==> src/rtl/true_peak_oversampling_meter_defines.svh <==
// Assertion macros for the true-peak oversampling meter.
// Used by the top level; expects clk and arst_n in scope.
`ifndef TRUE_PEAK_OVERSAMPLING_METER_DEFINES_SVH
`define TRUE_PEAK_OVERSAMPLING_METER_DEFINES_SVH

// check a condition in the same cycle
`define TPOM_ASSERT_NOW(lbl, ante, cons, msg) \
	lbl: assert property (@(posedge clk) disable iff (!arst_n) (ante) |-> (cons)) \
		else $error(msg);

// check a condition in the following cycle
`define TPOM_ASSERT_NEXT(lbl, ante, cons, msg) \
	lbl: assert property (@(posedge clk) disable iff (!arst_n) (ante) |=> (cons)) \
		else $error(msg);

`endif

==> src/rtl/tpom_pkg.sv <==
// Shared constants, types and tap ROM of the true-peak oversampling meter.
// No dependencies.
package tpom_pkg;

	localparam int FACTOR         = 4;
	localparam int TAPS_PER_PHASE = 8;
	localparam int COEF_WIDTH     = 18;
	localparam int TAP_COUNT      = FACTOR * TAPS_PER_PHASE;
	localparam int SAMPLE_W       = 24;
	localparam int PEAK_W         = 25;
	localparam int PHASE_W        = $clog2(FACTOR);
	localparam int TAP_W          = $clog2(TAPS_PER_PHASE);
	localparam int STEP_W         = PHASE_W + TAP_W;
	localparam int ROM_IDX_W      = $clog2(TAP_COUNT);
	localparam int PROD_W         = SAMPLE_W + COEF_WIDTH;
	localparam int ACC_W          = PROD_W + TAP_W + 1;
	localparam int COEF_FRAC      = 16;
	localparam int RND_W          = ACC_W - COEF_FRAC;
	localparam logic [PEAK_W-1:0] PEAK_MAX = '1;

	typedef logic signed [COEF_WIDTH-1:0] coef_t;
	typedef logic signed [SAMPLE_W-1:0]   sample_t;

	typedef struct packed {
		logic  vld;
		logic  first;
		logic  last;
		coef_t coef;
	} mac_ctl_t;

	typedef struct packed {
		logic              busy;
		logic [PEAK_W-1:0] peak;
	} mac_sts_t;

	function automatic coef_t tap_coef(input logic [ROM_IDX_W-1:0] idx);
		coef_t c;
		case (idx)
			5'd1:    c = -18'sd40;
			5'd2:    c = -18'sd242;
			5'd3:    c = -18'sd407;
			5'd5:    c = 18'sd1263;
			5'd6:    c = 18'sd2723;
			5'd7:    c = 18'sd2782;
			5'd9:    c = -18'sd5271;
			5'd10:   c = -18'sd10016;
			5'd11:   c = -18'sd9512;
			5'd13:   c = 18'sd18432;
			5'd14:   c = 18'sd40765;
			5'd15:   c = 18'sd58852;
			5'd16:   c = 18'sd65368;
			5'd17:   c = 18'sd57650;
			5'd18:   c = 18'sd39100;
			5'd19:   c = 18'sd17295;
			5'd21:   c = -18'sd8499;
			5'd22:   c = -18'sd8697;
			5'd23:   c = -18'sd4428;
			5'd25:   c = 18'sd2140;
			5'd26:   c = 18'sd1965;
			5'd27:   c = 18'sd834;
			5'd29:   c = -18'sd184;
			5'd30:   c = -18'sd61;
			default: c = '0;
		endcase
		return c;
	endfunction

endpackage

==> src/rtl/tpom_hist_ram.sv <==
// Sample history memory: one write port, one registered read port.
// Entries read as zero until first written after reset. Depends on tpom_pkg.
module tpom_hist_ram import tpom_pkg::*; (
	input  logic             clk,
	input  logic             arst_n,
	input  logic             wr_en,
	input  logic [TAP_W-1:0] wr_addr,
	input  sample_t          wr_data,
	input  logic             rd_en,
	input  logic [TAP_W-1:0] rd_addr,
	output sample_t          rd_data
);

	sample_t                     mem_q [TAPS_PER_PHASE];
	logic [TAPS_PER_PHASE-1:0]   wr_vld_q;
	sample_t                     rd_data_q;

	always_ff @(posedge clk) begin
		if (wr_en) begin
			mem_q[wr_addr] <= wr_data;
		end
		if (rd_en) begin
			rd_data_q <= wr_vld_q[rd_addr] ? mem_q[rd_addr] : '0;
		end
	end

	always_ff @(posedge clk or negedge arst_n) begin
		if (!arst_n) begin
			wr_vld_q <= '0;
		end else if (wr_en) begin
			wr_vld_q[wr_addr] <= 1'b1;
		end
	end

	assign rd_data = rd_data_q;

endmodule

==> src/rtl/tpom_mac.sv <==
// Shared multiply-accumulate, magnitude rounding and block peak tracking.
// Depends on tpom_pkg.
module tpom_mac import tpom_pkg::*; (
	input  logic     clk,
	input  logic     arst_n,
	input  mac_ctl_t ctl,
	input  sample_t  rd_data,
	input  logic     peak_clr,
	output mac_sts_t sts
);

	mac_ctl_t              ctl_s1;
	logic                  vld_s2, first_s2, last_s2;
	logic signed [PROD_W-1:0] prod_s2;
	logic                  vld_s3;
	logic signed [ACC_W-1:0]  acc_s3;
	logic                  vld_s4;
	logic [ACC_W-1:0]      abs_s4;
	logic                  vld_s5;
	logic [PEAK_W-1:0]     mag_s5;
	logic [PEAK_W-1:0]     peak_q;
	logic [RND_W-1:0]      rnd;
	logic signed [ACC_W-1:0]  prod_ext;

	assign prod_ext = ACC_W'(prod_s2);
	assign rnd = abs_s4[ACC_W-1:COEF_FRAC] + RND_W'(abs_s4[COEF_FRAC-1]);

	always_ff @(posedge clk or negedge arst_n) begin
		if (!arst_n) begin
			ctl_s1 <= '0;
			vld_s2 <= 1'b0;
			vld_s3 <= 1'b0;
			vld_s4 <= 1'b0;
			vld_s5 <= 1'b0;
			peak_q <= '0;
		end else begin
			ctl_s1 <= ctl;
			vld_s2 <= ctl_s1.vld;
			vld_s3 <= vld_s2 & last_s2;
			vld_s4 <= vld_s3;
			vld_s5 <= vld_s4;
			if (peak_clr) begin
				peak_q <= '0;
			end else if (vld_s5 && mag_s5 > peak_q) begin
				peak_q <= mag_s5;
			end
		end
	end

	always_ff @(posedge clk) begin
		first_s2 <= ctl_s1.first;
		last_s2  <= ctl_s1.last;
		prod_s2  <= rd_data * ctl_s1.coef;
		if (vld_s2) begin
			acc_s3 <= first_s2 ? prod_ext : acc_s3 + prod_ext;
		end
		abs_s4 <= acc_s3[ACC_W-1] ? ACC_W'(-acc_s3) : ACC_W'(acc_s3);
		mag_s5 <= (rnd > RND_W'(PEAK_MAX)) ? PEAK_MAX : rnd[PEAK_W-1:0];
	end

	assign sts.busy = ctl_s1.vld | vld_s2 | vld_s3 | vld_s4 | vld_s5;
	assign sts.peak = peak_q;

endmodule

==> src/rtl/true_peak_oversampling_meter.sv <==
// True-peak oversampling meter: top level with sequencer and output register.
// Takes one sample at a time: s_axis_tready stays low from accept until the shared MAC
// has walked all 32 taps, its pipeline has drained and any tlast peak has been loaded.
// Reset: asynchronous, active low; clears history (reads as zero), pointer, peak.
// Depends on tpom_pkg, tpom_hist_ram, tpom_mac and the defines header.
`include "true_peak_oversampling_meter_defines.svh"
module true_peak_oversampling_meter import tpom_pkg::*; (
	input  logic        clk,
	input  logic        arst_n,
	input  logic        s_axis_tvalid,
	output logic        s_axis_tready,
	input  logic [23:0] s_axis_tdata,   // [23:0] sample
	input  logic        s_axis_tlast,
	output logic        m_axis_tvalid,
	input  logic        m_axis_tready,
	output logic [31:0] m_axis_tdata    // [24:0] peak, [31:25] zero
);

	typedef enum logic [2:0] {
		ST_IDLE  = 3'b001,
		ST_RUN   = 3'b010,
		ST_DRAIN = 3'b100
	} state_t;

	state_t              st_q;
	logic [STEP_W-1:0]   step_q;
	logic [TAP_W-1:0]    ptr_q;
	logic                last_q;
	logic                out_vld_q;
	logic [PEAK_W-1:0]   out_peak_q;
	logic                accept, out_load;
	logic [TAP_W-1:0]    k;
	logic [PHASE_W-1:0]  p;
	logic [ROM_IDX_W-1:0] rom_idx;
	mac_ctl_t            ctl;
	mac_sts_t            sts;
	sample_t             rd_data;

	assign accept = s_axis_tvalid & s_axis_tready;
	assign s_axis_tready = (st_q == ST_IDLE);
	assign k = step_q[TAP_W-1:0];
	assign p = step_q[STEP_W-1:TAP_W];
	assign rom_idx = ROM_IDX_W'((TAPS_PER_PHASE - 1 - int'(k)) * FACTOR + int'(p));

	assign ctl.vld   = (st_q == ST_RUN);
	assign ctl.first = (k == '0);
	assign ctl.last  = (k == TAP_W'(TAPS_PER_PHASE - 1));
	assign ctl.coef  = tap_coef(rom_idx);

	assign out_load = (st_q == ST_DRAIN) && !sts.busy && last_q
		&& (!out_vld_q || m_axis_tready);

	tpom_hist_ram u_ram (
		.clk     (clk),
		.arst_n  (arst_n),
		.wr_en   (accept),
		.wr_addr (ptr_q),
		.wr_data (sample_t'(s_axis_tdata)),
		.rd_en   (st_q == ST_RUN),
		.rd_addr (ptr_q + k),
		.rd_data (rd_data)
	);

	tpom_mac u_mac (
		.clk      (clk),
		.arst_n   (arst_n),
		.ctl      (ctl),
		.rd_data  (rd_data),
		.peak_clr (out_load),
		.sts      (sts)
	);

	always_ff @(posedge clk or negedge arst_n) begin
		if (!arst_n) begin
			st_q      <= ST_IDLE;
			step_q    <= '0;
			ptr_q     <= '0;
			last_q    <= 1'b0;
			out_vld_q <= 1'b0;
		end else begin
			if (out_load) begin
				out_vld_q <= 1'b1;
			end else if (m_axis_tready) begin
				out_vld_q <= 1'b0;
			end
			case (st_q)
				ST_IDLE: begin
					if (accept) begin
						ptr_q  <= ptr_q + 1'b1;
						last_q <= s_axis_tlast;
						step_q <= '0;
						st_q   <= ST_RUN;
					end
				end
				ST_RUN: begin
					step_q <= step_q + 1'b1;
					if (step_q == STEP_W'(TAP_COUNT - 1)) begin
						st_q <= ST_DRAIN;
					end
				end
				ST_DRAIN: begin
					if (!sts.busy && (!last_q || out_load)) begin
						st_q <= ST_IDLE;
					end
				end
				default: st_q <= ST_IDLE;
			endcase
		end
	end

	always_ff @(posedge clk) begin
		if (out_load) begin
			out_peak_q <= sts.peak;
		end
	end

	assign m_axis_tvalid = out_vld_q;
	assign m_axis_tdata  = {{(32 - PEAK_W){1'b0}}, out_peak_q};

	`TPOM_ASSERT_NEXT(a_accept_runs, accept, st_q == ST_RUN, "accepted item did not start run")
	`TPOM_ASSERT_NOW(a_idle_quiet, s_axis_tready, !sts.busy, "MAC busy while taking input")
	`TPOM_ASSERT_NEXT(a_peak_clear, out_load, sts.peak == '0, "peak not cleared after emit")

endmodule
==> config.mk <==
export PLATFORM = sky130hd
export DESIGN_NAME = true_peak_oversampling_meter
export DESIGN_NICKNAME = d
export VERILOG_FILES = /design/src/rtl/tpom_pkg.sv /design/src/rtl/tpom_hist_ram.sv /design/src/rtl/tpom_mac.sv /design/src/rtl/true_peak_oversampling_meter.sv
export VERILOG_INCLUDE_DIRS = /design/src /design/src/rtl
export SDC_FILE = /design/constraint.sdc
export NUM_CORES = 2
export LEC_CHECK = 0
export ABC_AREA = 1
export BUFFER_PORTS_ARGS = -buffer_cell sky130_fd_sc_hd__clkbuf_2
export CAP_MARGIN = 20
export CORE_MARGIN = 2
export CORE_UTILIZATION = 55
export DETAILED_ROUTE_END_ITERATION = 16
export PLACE_DENSITY = 0.7
export REMOVE_ABC_BUFFERS = 1
export SYNTH_ARGS = -nofsm -noshare
export SYNTH_HDL_FRONTEND = slang
export SYNTH_SLANG_ARGS = --single-unit
==> constraint.sdc <==
create_clock -name clk -period 7.5 [get_ports clk]
set_input_delay 1.5 -clock clk [delete_from_list [all_inputs] [get_ports clk]]
set_output_delay 1.5 -clock clk [all_outputs]
set_load 0.005 [all_outputs]
==> Word level (Yosys, flattened, before mapping) <==
Memories as Yosys holds them, arrays and structs flattened. A register that Yosys moved wholly into a read port is not among the register bits.
Cells that the tools add are included.
W data, S select, Z words.
{ "totals": {"n_memories": 2, "mem_bits_rw": 192, "rom_bits": 576, "register_bits": 239, "out_inout_bits": 34, "elab_cells": 91, "in_bits": 29} }
{ "memory_table": {"columns": ["memory", "depth", "width", "read_ports", "rd_ports_with_merged_regs", "write_ports", "line_no", "text"], "rows": [
  ["(no name shown)", 32, 18, 1, 1, 0, "tpom_pkg.sv:38", "case (idx)"],
  ["u_ram.mem_q", 8, 24, 1, 1, 1, "tpom_hist_ram.sv:14", "sample_t mem_q [TAPS_PER_PHASE];"]
]} }
{ "op_classes": {"mux": 18, "n_lt_le_gt_ge": 5, "n_addsub": 8, "n_mul": 1, "n_bitwise": 7, "n_eq_ne": 8, "n_reduce_logical": 20} }
{ "ops": {"columns": ["cell", "n"], "rows": [
  ["$mux W25", 2],
  ["$add A46 B42 Y46", 1],
  ["$mux W46", 1],
  ["$neg A46 Y46", 1],
  ["$mux W45", 1],
  ["$mul A24 B18 Y42", 1],
  ["$add A30 B1 Y30", 1],
  ["$gt A30 B25 Y1 const B", 1],
  ["$gt A25 B25 Y1", 1],
  ["$pmux W5 S2", 1],
  ["$mux W3", 3],
  ["$pmux W3 S3", 1],
  ["$lt A3 B4 Y1 const B", 2],
  ["$or A8 B8 Y8", 1],
  ["$eq A3 B3 Y1 const B", 2],
  ["$logic_and A1 B1 Y1", 6],
  ["$mux W1", 6],
  ["$reduce_bool A2 Y1", 3],
  ["$add A5 B1 Y5 const B", 1],
  ["$add A5 B3 Y5", 1],
  ["$eq A5 B5 Y1 const B", 1],
  ["$logic_not A1 Y1", 5],
  ["$mux W5", 1],
  ["$ne A2 B1 Y1 const B", 2],
  ["15 further kinds", 21]
]} }

==> Depth between registers and ports, before layout <==
{ "depth": {"depth_word": 12, "depth_mapped": 29, "mapped_depth_nobuf": 27} }

==> Hierarchy <==
A second synthesis with hierarchy kept.
{ "hier_totals": {"hier_cells": 5119, "area_unflattened_um2": 40568.9} }
{ "modules_own_cells": {"columns": ["mod", "seq_area_each_um2", "cells_each", "area_each_um2", "instances"], "rows": [
  ["tpom_mac", 4634.4, 3887, 28582.4, 1],
  ["tpom_hist_ram", 6686.4, 964, 9716.8, 1],
  ["true_peak_oversampling_meter", 1077.3, 268, 2269.7, 1]
]} }

==> Worst setup path after synthesis <==
OpenSTA, ideal clock, no wires.
{ "synth_timing": {"path_type": "reg2reg", "start": "register u_ram.rd_data_q[23], in the netlist u_ram.rd_data[23], read port of u_ram.mem_q", "end": "register u_mac.prod_s2[39]", "path_stages_with_launch": 22, "arrival_time_ps": 5435, "path_buffers": 2, "synth_period_minus_slack_ps": 5548, "slack_ps": 1952, "required_time_ps": 7387, "setup_ps": 113, "cell_sequence": "edfxtp_1 clkbuf_1 clkbuf_1 nand2_1 fa_1 inv_1 fa_1 fa_1 fa_1 inv_1 fa_1 inv_1 fa_1 ha_1 a21oi_1 inv_1 a31oi_1 o21ai_0 a21oi_1 nand3_1 nand2_1 nand2_1"} }
{ "synth_between": {"elab_chain_cells": 1} }
{ "synth_rtl": {"columns": ["element", "line_no", "text"], "rows": [
  ["from (decl)", "tpom_hist_ram.sv:16", "sample_t rd_data_q;"],
  ["$mul A24 B18 Y42", "tpom_mac.sv:53", "prod_s2 <= rd_data * ctl_s1.coef;"],
  ["to (signal assigned)", "tpom_mac.sv:53", null],
  ["to (decl)", "tpom_mac.sv:14", "logic signed [PROD_W-1:0] prod_s2;"]
]} }
Every way passes these cells.
A chain may end at the register's enable or synchronous reset.

==> Final worst setup path <==
{ "layout_timing": {"start": "register u_mac.ctl_s1[11] (netlist name)", "end": "register u_mac.prod_s2[26]"} }
{ "layout_between": {"elab_chain_cells": 1} }
{ "layout_rtl": {"columns": ["element", "line_no"], "rows": [
  ["$mul A24 B18 Y42", "tpom_mac.sv:53"]
]} }
Every way passes these cells.

==> impl_metrics.py <==
metrics = {
    "setup_path": {
        "start_kind": "flop",
        "worstPathArrival_ns": 7.23,
        "crit_type": "flop to flop",
        "cp.required_ns": 7.99,
        "path_max_fanout": 13,
        "rrSetupSlack_ns": 0.76,
        "end_kind": "flop",
    },
    "clock_network": {
        "cts_htree_levels": 2,
        "cts_tree": "built",
        "clk_path_buf_depth": 3,
        "cts_root_buf": "clkbuf_16",
        "post-cts-setup-buffers": 0,
        "cts_hold_buf": 0,
        "cts_made_buffers": 50,
        "worstSkewPairLatency_ns": 0.61,
        "cts_resized": 0,
        "clk_pin_slew_ns": 0.06,
        "cts_sinks": 457,
    },
    "timing": {
        "setup_viol": 0,
        "drv_slew": 0,
        "period_share_pct": 89.9,
        "worst_pin_slew_ns": 1.21,
        "finalClockSkew_ns": 0.0232,
        "setup-tns-final_ns": 0,
        "final-hold-violation-count": 0,
        "period_needed_ns": 6.74,
        "fmax_ghz": 0.148,
        "rsz0062_at_grt": "no",
        "max_slew_margin_pct": 19.5,
    },
    "yosys": {
        "synth_top_area_share_pct": 21.9,
        "synth.avg_cell_area_um2": 8.31,
        "synth_commonest_cells": "1270 x nand2_1, 1022 x inv_1, 428 x fa_1, 345 x nor2_1, 287 x edfxtp_1",
        "synth_area_leader_cell": "edfxtp_1",
        "yosysMostFrequentCell": "nand2_1",
        "synth.area.top_cells": "edfxtp_1 22%, fa_1 22%, nand2_1 12%",
        "synth_edf_count": 287,
        "synth_cells": 4729,
        "ys_seq_elements": 457,
        "ys_types": 59,
        "ys_warn_count": 0,
        "ys_seq_area_share_pct": 31.5,
        "ys.flop_type": "edfxtp_1",
        "syn_area_um2": 39300,
        "synthArstFlopShare_pct": 15.3,
    },
    "job": {
        "max-cap-violations": 0,
    },
    "route": {
        "via_per_inst": 5.34,
        "wire_per_inst_um": 18.1,
        "drc": 0,
        "vias": 30500,
        "ant_nets": 0,
        "postRouteWirelength_um": 104000,
        "dr.pass1.iters": 9,
        "first_iter_violations": 2588,
    },
    "die": {
        "die_h_um": 271,
        "core_um2": 71100,
        "die_w_um": 271,
        "ios": 63,
        "rows": 98,
        "initial_core_util_pct": 55.3,
        "die-area_um2": 73600,
    },
    "grt": {
        "track_usage_pct": 28.6,
        "grt_pass1_vias": 31000,
        "grt_pass1_wl_um": 166000,
        "antenna_found_initial": 0,
        "grt.overflow.total": 0,
        "grt_max_degree": 102,
    },
    "power": {
        "powerDensity_nw_per_um2": 335,
        "p_leak_nw": 21.5,
        "vdd_ir_drop_max_v": 0.000372,
    },
    "final_layout": {
        "antenna_cells": 0,
        "finalNonFillerCells": 5711,
        "layout.nets": 5367,
        "drive_above_1_share_pct": 6.15,
        "syn_to_final_growth_pct": 7.30,
        "n_fill_cell": 6338,
        "post-route-util_pct": 59.3,
    },
    "hold_path": {
        "min_path_type": "flop to flop",
    },
    "status": {
        "outcome": "completed",
    },
    "placement": {
        "port_buffers": 55,
        "hpwl_um": 78400,
        "dp_cells": 5619,
        "routabilityCongestion": 0.983,
    },
}
==> power breakdown <==
part | leakage (nW) | switching (mW) | internal (mW)
sequential | 4.25 | 0.868 | 3.31
clock | 0.888 | 1.06 | 1.60
combinational | 16.3 | 4.67 | 2.60
total | 21.5 | 6.61 | 7.52
==> layer usage <==
metal | routed length (um) | part of all wire [%] | GRT usage [%] | vias up
met4 | 3210 | 3.1 | 8.96 | 0
li1 | - | - | - | 14400
met2 | 49600 | 48 | 48.6 | 1163
met3 | 7140 | 6.9 | 3.21 | 216
met5 | 0 | 0 | 0 | -
met1 | 43500 | 42 | 38.5 | 14700
==> cells by family (layout without fill, tap and decap cells) <==
group | Yosys count | after routing | share of synthesized area, %
simple gates | 1978 | 1978 | 20.9
buf+inv | 1188 | 1214 | 11.7
fa+ha+maj | 617 | 617 | 27.8
flops | 457 | 457 | 31.5
xor+xnor | 94 | 94 | 2.19
compound gates | 369 | 369 | 5.15
other cells | 1 | 7 | 0.00954
mux | 25 | 25 | 0.773
==> sequential cells by signal (all words and copies together) (netlist names), 5 cells and up <==
| signal | cells |
|---|---|
| out_peak_q | 25 |
| step_q | 5 |
| u_mac.acc_s3 | 46 |
| u_ram.rd_data | 24 |
| u_mac.mag_s5 | 25 |
| u_ram.wr_vld_q | 8 |
| u_mac.abs_s4 | 31 |
| u_ram.mem_q | 192 |
| u_mac.peak_q | 25 |
| u_mac.prod_s2 | 42 |
| u_mac.ctl_s1 | 20 |
==> layout by cell type, fill, tap and decap left out, types with 5 or more instances in the layout <==
cell type,synthesis,final
o21bai_1,6,6
clkbuf_8,0,6
xnor2_1,22,22
nor4_1,12,12
clkbuf_1,119,5
o21ai_0,167,167
nor3_1,39,39
nand2_1,1270,1270
clkinv_2,0,7
clkbuf_16,0,53
o211ai_1,7,7
edfxtp_1,287,287
nand3_1,173,173
mux2_2,19,19
a21oi_1,98,98
or2_2,27,27
buf_4,7,36
a21o_1,9,9
conb_1,1,7
o21ai_1,12,12
bufinv_16,0,7
o22ai_1,49,49
inv_2,9,10
fa_1,428,428
nand4_1,44,44
xor2_1,70,70
a31oi_1,9,9
nand3b_1,15,15
ha_1,189,188
nand3_2,23,23
clkbuf_2,0,54
nor2_2,3,12
mux2_4,6,6
nand2_2,8,8
inv_1,1022,1021
dfrtp_1,69,68
dfxtp_1,100,100
nor2_1,345,336
==> final cells by class <==
| cell class | count | area [um^2] | share of cell area (%) |
|---|---|---|---|
| clock buffer | 65 | 1440 | 3.40 |
| clock inverter | 27 | 372 | 0.881 |
| inverter | 1032 | 3870 | 9.18 |
| multi-input combinational | 3090 | 22400 | 53.1 |
| sequential | 457 | 12400 | 29.3 |
| tap | 950 | 1190 | 2.82 |
| timing repair buffer | 90 | 541 | 1.28 |
==> final timing paths <==
kind	from	end	cells past startpoint
setup / recovery	u_mac.ctl_s1[11]	u_mac.prod_s2[26]	19
hold / removal	u_mac.ctl_s1[18]	u_mac.last_s2	0
setup reg to reg	u_mac.ctl_s1[11]	u_mac.prod_s2[26]	19
hold reg to reg	u_mac.ctl_s1[18]	u_mac.last_s2	0
max in group asynchronous	arst_n	u_mac.vld_s2	1
min in group asynchronous	arst_n	u_mac.peak_q[19]	1
==> stage by stage <==
stage	hold slack [ns]	cell area, um^2	power (mW)	setup WS [ns]
2_1_floorplan	0.324	38600	9.02	1.49
3_3_place_gp	0.329	40400	11.3	0.846
3_5_place_dp	0.329	40400	11.5	0.891
4_1_cts	0.345	42200	14.2	0.861
5_1_grt	0.353	42200	15.2	0.369
6_report	0.345	42200	14.1	0.758
==> worst max-delay path, stage by stage (launching register included) <==
cell and delay [ns]:
dfrtp_1 0.85, buf_4 0.36, nand2_1 0.11, fa_1 0.58, inv_1 0.05, fa_1 0.55, fa_1 0.47, fa_1 0.52
fa_1 0.55, inv_1 0.05, fa_1 0.53, inv_1 0.04, ha_1 0.39, nand2_1 0.17, nor2_1 0.12, inv_1 0.11
nor3_1 0.50, nand3_1 0.16, nand2_1 0.17, xor2_1 0.31
Power figures use the tool's default switching activity.
